## src/rtl/core/mtf_pkg.sv

```systemverilog
// ----------------------------------------------------------------------------
// mtf_pkg
// Shared types and fixed field widths for the move-to-front depth block.
// ----------------------------------------------------------------------------
package mtf_pkg;

   // Fixed widths of the transaction fields and the count register.
   localparam int ITEM_W  = 9;
   localparam int COUNT_W = 9;
   localparam int DEPTH_W = 8;

   // Item count after reset.
   localparam logic [COUNT_W-1:0] COUNT_RESET = 9'd256;

   // Input kind codes.
   localparam logic KIND_ACCESS  = 1'b0;
   localparam logic KIND_RESTART = 1'b1;

   // Engine sequencer states.
   typedef enum logic [2:0] {
      ST_INIT,
      ST_IDLE,
      ST_LOOKUP,
      ST_SWEEP,
      ST_FINISH
   } mtf_state_type;

   // Command handed from the front end to the engine.
   typedef struct packed {
      logic restart;
      logic bad;
   } mtf_cmd_type;

   // Result handed from the engine to the output stage.
   typedef struct packed {
      logic [DEPTH_W-1:0] depth;
      logic               bad;
   } mtf_res_type;

endpackage

```

## src/rtl/core/move_to_front_depth.sv

```systemverilog
// ----------------------------------------------------------------------------
// move_to_front_depth
// Move-to-front transform: returns the depth of an accessed item in a stack
// and moves that item to the top.
// ----------------------------------------------------------------------------
// Each item's rank lives in one single-port-read, single-port-write memory of
// MAX_ITEMS entries. A valid access makes one lookup read of the item's rank,
// then one sweep through every entry of the rank memory that reads, adjusts
// and writes back each rank, then hands its result to the output register,
// waiting while that register is full and its result not taken. The next
// transaction is accepted only after the result has been handed on, so
// accesses do not overlap. A restart rewrites the whole table and gives no
// result; the next transaction is accepted once that clearing pass is done.
// After reset the same clearing pass runs before the first transaction is
// accepted. An access with an item of 0, above the item count or above
// MAX_ITEMS is answered without lookup or sweep, with bad_item set, and
// leaves the stack unchanged. Depth is the rank masked to 8 bits. The result
// sits in an output register, so the next transaction is accepted while a
// result still waits to be taken.
// ----------------------------------------------------------------------------
module move_to_front_depth #(
   parameter int MAX_ITEMS = 256
) (
   input  logic        clock,
   input  logic        reset,
   // Input channel
   input  logic        req_tvalid,
   output logic        req_tready,
   input  logic [15:0] req_tdata,   // [8:0] item, [15:9] zero
   input  logic        req_tuser,   // [0] kind
   // Result channel
   output logic        rsp_tvalid,
   input  logic        rsp_tready,
   output logic [7:0]  rsp_tdata,   // [7:0] depth
   output logic        rsp_tuser,   // [0] bad_item
   // Configuration
   input  logic        csr_we,
   input  logic [8:0]  csr_wdata    // item_count
);
   import mtf_pkg::*;

   localparam int AW = $clog2(MAX_ITEMS);

   logic [COUNT_W-1:0] item_count_ff;
   logic [ITEM_W-1:0]  item;
   logic               item_bad;
   mtf_cmd_type        cmd;
   logic [AW-1:0]      cmd_slot;
   logic               cmd_ready;
   logic               res_valid;
   logic               res_ready;
   mtf_res_type        res;
   logic               rsp_valid_ff;
   logic [7:0]         rsp_data_ff;
   logic               rsp_bad_ff;

   // Item count register.
   always_ff @(posedge clock) begin
      if (reset) begin
         item_count_ff <= COUNT_RESET;
      end else if (csr_we) begin
         item_count_ff <= csr_wdata;
      end
   end

   // Decode the incoming transaction and check the item number.
   assign item     = req_tdata[ITEM_W-1:0];
   assign item_bad = (item == '0) || (item > item_count_ff) || (32'(item) > MAX_ITEMS);
   assign cmd.restart = (req_tuser == KIND_RESTART);
   assign cmd.bad     = item_bad;
   assign cmd_slot    = AW'(item - ITEM_W'(1));

   mtf_engine #(
      .MAX_ITEMS (MAX_ITEMS)
   ) u_engine (
      .clock     (clock),
      .reset     (reset),
      .cmd_valid (req_tvalid),
      .cmd_ready (cmd_ready),
      .cmd       (cmd),
      .cmd_slot  (cmd_slot),
      .res_valid (res_valid),
      .res_ready (res_ready),
      .res       (res)
   );

   assign req_tready = cmd_ready;

   // Output register: loads when empty or when its transaction is taken.
   assign res_ready = !rsp_valid_ff || rsp_tready;

   always_ff @(posedge clock) begin
      if (reset) begin
         rsp_valid_ff <= 1'b0;
      end else if (res_ready) begin
         rsp_valid_ff <= res_valid;
      end
   end

   always_ff @(posedge clock) begin
      if (res_ready && res_valid) begin
         rsp_data_ff <= res.depth;
         rsp_bad_ff  <= res.bad;
      end
   end

   assign rsp_tvalid = rsp_valid_ff;
   assign rsp_tdata  = rsp_data_ff;
   assign rsp_tuser  = rsp_bad_ff;

endmodule

```

## src/rtl/core/mtf_ram.sv

```systemverilog
// ----------------------------------------------------------------------------
// mtf_ram
// Generic simple dual-port RAM with one write port and a registered read.
// ----------------------------------------------------------------------------
module mtf_ram #(
   parameter int WIDTH = 8,
   parameter int DEPTH = 256
) (
   input  logic                     clock,
   input  logic                     wr_en,
   input  logic [$clog2(DEPTH)-1:0] wr_addr,
   input  logic [WIDTH-1:0]         wr_data,
   input  logic [$clog2(DEPTH)-1:0] rd_addr,
   output logic [WIDTH-1:0]         rd_data
);

   logic [WIDTH-1:0] mem [DEPTH];

   // Write port and registered read port.
   always_ff @(posedge clock) begin
      if (wr_en) begin
         mem[wr_addr] <= wr_data;
      end
      rd_data <= mem[rd_addr];
   end

endmodule

```

## src/rtl/core/mtf_engine.sv

```systemverilog
// ----------------------------------------------------------------------------
// mtf_engine
// Rank table sequencer: initializes the table, looks up one rank and sweeps
// every entry through the rank memory to move the accessed item to the top.
// ----------------------------------------------------------------------------
module mtf_engine #(
   parameter int MAX_ITEMS = 256
) (
   input  logic                         clock,
   input  logic                         reset,
   input  logic                         cmd_valid,
   output logic                         cmd_ready,
   input  mtf_pkg::mtf_cmd_type         cmd,
   input  logic [$clog2(MAX_ITEMS)-1:0] cmd_slot,
   output logic                         res_valid,
   input  logic                         res_ready,
   output mtf_pkg::mtf_res_type         res
);
   import mtf_pkg::*;

   localparam int AW = $clog2(MAX_ITEMS);
   localparam logic [AW-1:0] LAST = AW'(MAX_ITEMS - 1);

   mtf_state_type state_ff, state_in;
   logic [AW-1:0] cnt_ff, cnt_in;
   logic [AW-1:0] slot_ff;
   logic [AW-1:0] rank_ff;
   logic          bad_ff;

   logic          wr_en;
   logic [AW-1:0] wr_addr;
   logic [AW-1:0] wr_data;
   logic [AW-1:0] rd_addr;
   logic [AW-1:0] rd_data;
   logic [AW-1:0] cnt_next;

   // Rank memory, one entry per item.
   mtf_ram #(
      .WIDTH (AW),
      .DEPTH (MAX_ITEMS)
   ) u_rank_ram (
      .clock   (clock),
      .wr_en   (wr_en),
      .wr_addr (wr_addr),
      .wr_data (wr_data),
      .rd_addr (rd_addr),
      .rd_data (rd_data)
   );

   assign cnt_next = (cnt_ff == LAST) ? '0 : cnt_ff + AW'(1);

   // Next state.
   always_comb begin
      state_in = state_ff;
      case (state_ff)
         ST_INIT: begin
            if (cnt_ff == LAST) state_in = ST_IDLE;
         end
         ST_IDLE: begin
            if (cmd_valid) begin
               if (cmd.restart)  state_in = ST_INIT;
               else if (cmd.bad) state_in = ST_FINISH;
               else              state_in = ST_LOOKUP;
            end
         end
         ST_LOOKUP: state_in = ST_SWEEP;
         ST_SWEEP: begin
            if (cnt_ff == LAST) state_in = ST_FINISH;
         end
         ST_FINISH: begin
            if (res_ready) state_in = ST_IDLE;
         end
         default: state_in = ST_INIT;
      endcase
   end

   // Memory control and handshake outputs.
   always_comb begin
      cmd_ready = 1'b0;
      res_valid = 1'b0;
      wr_en     = 1'b0;
      wr_addr   = cnt_ff;
      wr_data   = cnt_ff;
      rd_addr   = '0;
      cnt_in    = cnt_ff;
      case (state_ff)
         ST_INIT: begin
            // Clearing pass: entry k gets rank k.
            wr_en  = 1'b1;
            cnt_in = cnt_next;
         end
         ST_IDLE: begin
            cmd_ready = 1'b1;
            rd_addr   = cmd_slot;
            cnt_in    = '0;
         end
         ST_LOOKUP: begin
            rd_addr = '0;
         end
         ST_SWEEP: begin
            // Entry cnt_ff arrives now; the next one is requested.
            rd_addr = cnt_next;
            wr_en   = 1'b1;
            if (cnt_ff == slot_ff) begin
               wr_data = '0;
            end else if (rd_data < rank_ff) begin
               wr_data = rd_data + AW'(1);
            end else begin
               wr_data = rd_data;
            end
            cnt_in = cnt_next;
         end
         ST_FINISH: begin
            res_valid = 1'b1;
         end
         default: begin
            cmd_ready = 1'b0;
         end
      endcase
   end

   assign res.depth = bad_ff ? '0 : DEPTH_W'(rank_ff);
   assign res.bad   = bad_ff;

   // Control registers.
   always_ff @(posedge clock) begin
      if (reset) begin
         state_ff <= ST_INIT;
         cnt_ff   <= '0;
      end else begin
         state_ff <= state_in;
         cnt_ff   <= cnt_in;
      end
   end

   // Per-transaction working registers.
   always_ff @(posedge clock) begin
      if (state_ff == ST_IDLE && cmd_valid) begin
         slot_ff <= cmd_slot;
         bad_ff  <= cmd.bad;
      end
      if (state_ff == ST_LOOKUP) begin
         rank_ff <= rd_data;
      end
   end

endmodule
```

## config.mk

```make
export PLATFORM = sky130hd
export DESIGN_NAME = move_to_front_depth
export DESIGN_NICKNAME = d
export VERILOG_FILES = /design/src/rtl/core/mtf_pkg.sv /design/src/rtl/core/move_to_front_depth.sv /design/src/rtl/core/mtf_ram.sv /design/src/rtl/core/mtf_engine.sv
export SDC_FILE = /design/constraint.sdc
export NUM_CORES = 2
export LEC_CHECK = 0
export ABC_AREA = 1
export BUFFER_PORTS_ARGS = -buffer_cell sky130_fd_sc_hd__buf_2
export CAP_MARGIN = 20
export CORE_ASPECT_RATIO = 2
export CORE_MARGIN = 1.5
export CORE_UTILIZATION = 45
export CTS_CLUSTER_SIZE = 24
export DETAILED_ROUTE_END_ITERATION = 12
export HOLD_SLACK_MARGIN = 0.03
export MAX_ROUTING_LAYER = met4
export PLACE_DENSITY_LB_ADDON = 0.08
export SLEW_MARGIN = 0
export SYNTH_ARGS = -nofsm -noshare
export SYNTH_HDL_FRONTEND = slang
export SYNTH_SLANG_ARGS = --single-unit
```

## constraint.sdc

```tcl
create_clock -name clock -period 27.1 [get_ports clock]
set_input_delay 1.355 -clock clock [delete_from_list [all_inputs] [get_ports clock]]
set_output_delay 1.355 -clock clock [all_outputs]
set_load 0.01 [all_outputs]
```

==> flow_summary.json <==
{
  "synth_edf_count": 2074,
  "vias_per_cell": 5.50,
  "clk_latency_ns": 0.86,
  "status": "finished clean",
  "critPathKind": "reg -> reg",
  "fp-row-count": 235,
  "maxSlewViolCount": 0,
  "place_hpwl_um": 163000,
  "area_growth_pct": 8.45,
  "rr_worst_depth": 17,
  "syn_nets": 8395,
  "io_buffers": 34,
  "ys_types": 37,
  "synth_area_per_cell_um2": 11.1,
  "design_area_um2": 101000,
  "regToRegSetupSlack_ns": 19.98,
  "layout-drive-gt1-share_pct": 5.62,
  "firstDrtPassIters": 6,
  "fillers": 18500,
  "nets": 8163,
  "p_seq_share_pct": 51.8,
  "core_area_um2": 205000,
  "r2r-start": "u_engine.state_ff[0]",
  "critPathBufInv": 4,
  "cp-end-kind": "flop",
  "ioPinCount": 42,
  "worst_slew_pin_slew_ns": 1.22,
  "regArea_um2": 62900,
  "period_needed_ns": 7.12,
  "wl_per_cell_um": 25.0,
  "path_common_cell": "nand3_1",
  "cp_slowest_cell": "buf_4",
  "ys_async_sr_fraction_pct": 0,
  "hold_start": "item_count_ff[1]",
  "peakVddDrop_mv": 0.0623,
  "setup_viol": 0,
  "slew_headroom_pct": 18.8,
  "p_comb_share_pct": 10.8,
  "synthCells": 8342,
  "cts-root-buf": "clkbuf_16",
  "cts_resized": 0,
  "grt_pass1_vias": 59400,
  "tns_ns": 0,
  "numCtsBuffers": 189,
  "holdCritPathClass": "reg -> reg",
  "totalWireLength_um": 274000,
  "synthFlopType": "edfxtp_1",
  "ys_seq_area_share_pct": 67.7,
  "drc_errors": 0,
  "antenna_found_initial": 2,
  "critPathRequiredTime_ns": 27.76,
  "start_kind": "flop",
  "path_cells": "nand2_1, nor2_2, nand2_8, nand2_8, buf_4, buf_4, buf_4, buf_4, nand2_1, nand3_1, nand3_1, nand3_1, nand3_1, nand3_1, nand3_1, nand3_1, nand2_1",
  "clock_path_buffers": 4,
  "max_stage_delay_ns": 0.78,
  "gr-total-overflow": 0,
  "arrival_ns": 7.78,
  "grt_pass1_wl_um": 400000,
  "die_area_um2": 209000,
  "cts_tree": "done",
  "cts.clk_slew.worst_paths_ns": 0.07,
  "r2r-end": "u_engine.u_rank_ram.rd_data[3]",
  "drv_cap": 0,
  "switchingPower_w": 0.00179,
  "timing.fmax_ghz": 0.140,
  "multi_input_area_um2": 23700,
  "post-cts-setup-buffers": 0,
  "globalplace.congestion": 0.929,
  "start_util_pct": 45.3,
  "die_y_um": 645,
  "cp_max_fo": 112,
  "sw_frac_of_total_pct": 25.6,
  "whs_path_depth": 2,
  "drt-initial-drc-count": 4950,
  "grt_use_total_pct": 26.9,
  "leakage_nw": 37.2,
  "hold_viol_final": 0,
  "clkPwrFrac_pct": 37.4,
  "htree_levels": 4,
  "power_density_nw_per_um2": 69.5,
  "place_area_um2": 94800,
  "vias": 60400,
  "ys_ff_latch": 2103,
  "die_w_um": 324,
  "min_period_over_period_pct": 26.3,
  "p_int_w": 0.00520,
  "crit_family": "simple AND/OR/NAND/NOR gates",
  "hold_buffers": 0,
  "grt_max_degree": 184,
  "yosysWarnings": 0,
  "rsz0062_at_grt": "no",
  "hold-path-endpoint": "item_count_ff[1]",
  "critPathLaunch": "u_engine.state_ff[0]",
  "cts.sinks": 2103,
  "synth_area_um2": 92800,
  "finalClockSkew_ns": 0.0326,
  "ant_nets": 0
}
## layer usage
metal  track usage [%]  part of all wire, %  vias up
met5                 -                    0        -
met4              15.5                  6.6        0
met3              2.35                  4.0      564
met2              46.8                   52     1687
met1              30.3                   37    29800
li1                  -                    -    28400
## cells in the mapped netlist (all sizes together), types with 3 or more instances
master / count / area share, %
inv: 916 / 3.7
ha: 22 / 0.30
dfxtp: 29 / 0.63
o211ai: 104 / 0.84
a21oi: 36 / 0.19
nand4: 17 / 0.11
nor3: 11 / 0.059
nor2: 288 / 1.2
o22ai: 3 / 0.020
nand3b: 608 / 4.9
edfxtp: 2074 / 67
nand2: 1579 / 6.4
xnor2: 9 / 0.085
clkbuf: 226 / 0.91
nand3: 2000 / 11
buf: 361 / 2.3
o21ai: 36 / 0.20
xor2: 12 / 0.11
a211oi: 4 / 0.032
## power by group through the flow
stage / Combinational, W / Clock, W / Sequential [W]
after global routing: 0.000810 / 0.00276 / 0.00362
after detailed placement: 0.000757 / 0 / 0.00369
after CTS: 0.000759 / 0.00266 / 0.00362
final: 0.000755 / 0.00261 / 0.00362
after global placement: 0.000749 / 0 / 0.00369
after floorplan: 0.000455 / 0 / 0.00370
## through the flow
step | cells | power, W | hold slack, ns | worst slack, ns | utilization, %
after floorplan | 8342 | 0.00416 | 0.424 | 13.03 | -
after global placement | 10600 | 0.00444 | 0.453 | 19.48 | 46.3
after detailed placement | 10600 | 0.00445 | 0.461 | 19.48 | 46.3
after CTS | 11000 | 0.00704 | 0.470 | 19.96 | 49.1
after global routing | 11000 | 0.00719 | 0.490 | 19.54 | 49.1
final | 11000 | 0.00699 | 0.466 | 19.98 | 49.1
## worst register-to-register path: cells and delay by family, from the launching register on
| kind | cells | cell delay (ns) |
|---|---|---|
| buffers and inverters | 4 | 3.34 |
| and+or+nand+nor | 13 | 3.20 |
| DFF | 1 | 0.40 |
## flip-flops by register name (all words and copies together), names as in the netlist
register                     count
item_count_ff                    9
rsp_tdata                        8
rsp_tuser                        1
rsp_tvalid                       1
u_engine.bad_ff                  1
u_engine.cnt_ff                  8
u_engine.rank_ff                 8
u_engine.slot_ff                 8
u_engine.state_ff                3
u_engine.u_rank_ram.mem       2048
u_engine.u_rank_ram.rd_data      8
## final cells by class
cell class | count | area share [%]
flip-flops and latches | 2103 | 62.5
multi-input cells | 4736 | 23.6
clock buffers | 225 | 4.94
inverters | 916 | 3.43
well taps | 2725 | 3.39
repair buffers | 164 | 1.35
clock inverters | 110 | 0.832
diodes | 3 | 0.00746
## logic make-up (layout without fill, tap and decap cells)
logic type	after synthesis	after routing	share of synthesized area, %
adders and majority gates	22	22	0.297
buffers and inverters	1503	1415	6.94
DFF	2103	2103	67.7
AOI/OAI and AO/OA	186	186	1.31
and+or+nand+nor	4507	4507	23.5
other	0	3	0
xor gates and xnor gates	21	21	0.198
## worst max-delay path by stage
stage	to	slack (ns)	cells past startpoint
CTS	u_engine.u_rank_ram.rd_data[3]	19.96	17
global placement	u_engine.u_rank_ram.rd_data[3]	19.48	17
global route	u_engine.u_rank_ram.rd_data[3]	19.54	17
floorplan	u_engine.u_rank_ram.mem[0][2]	13.03	9
detailed placement	u_engine.u_rank_ram.rd_data[3]	19.48	17
finish	u_engine.u_rank_ram.rd_data[3]	19.98	17
## cell usage in the layout, fill, tap and decap left out, types with 22 or more instances in the layout
cell       instances
nand3_1         1994
o211ai_1         104
edfxtp_1        2074
clkinv_2          38
nand2_1         1573
inv_1            909
buf_2             34
nand3b_1         608
clkinv_1          45
clkbuf_1          30
clkbuf_16        193
a21oi_1           35
buf_4            112
nor2_1           284
ha_1              22
dfxtp_1           29
(Power assumes the default switching activity.)
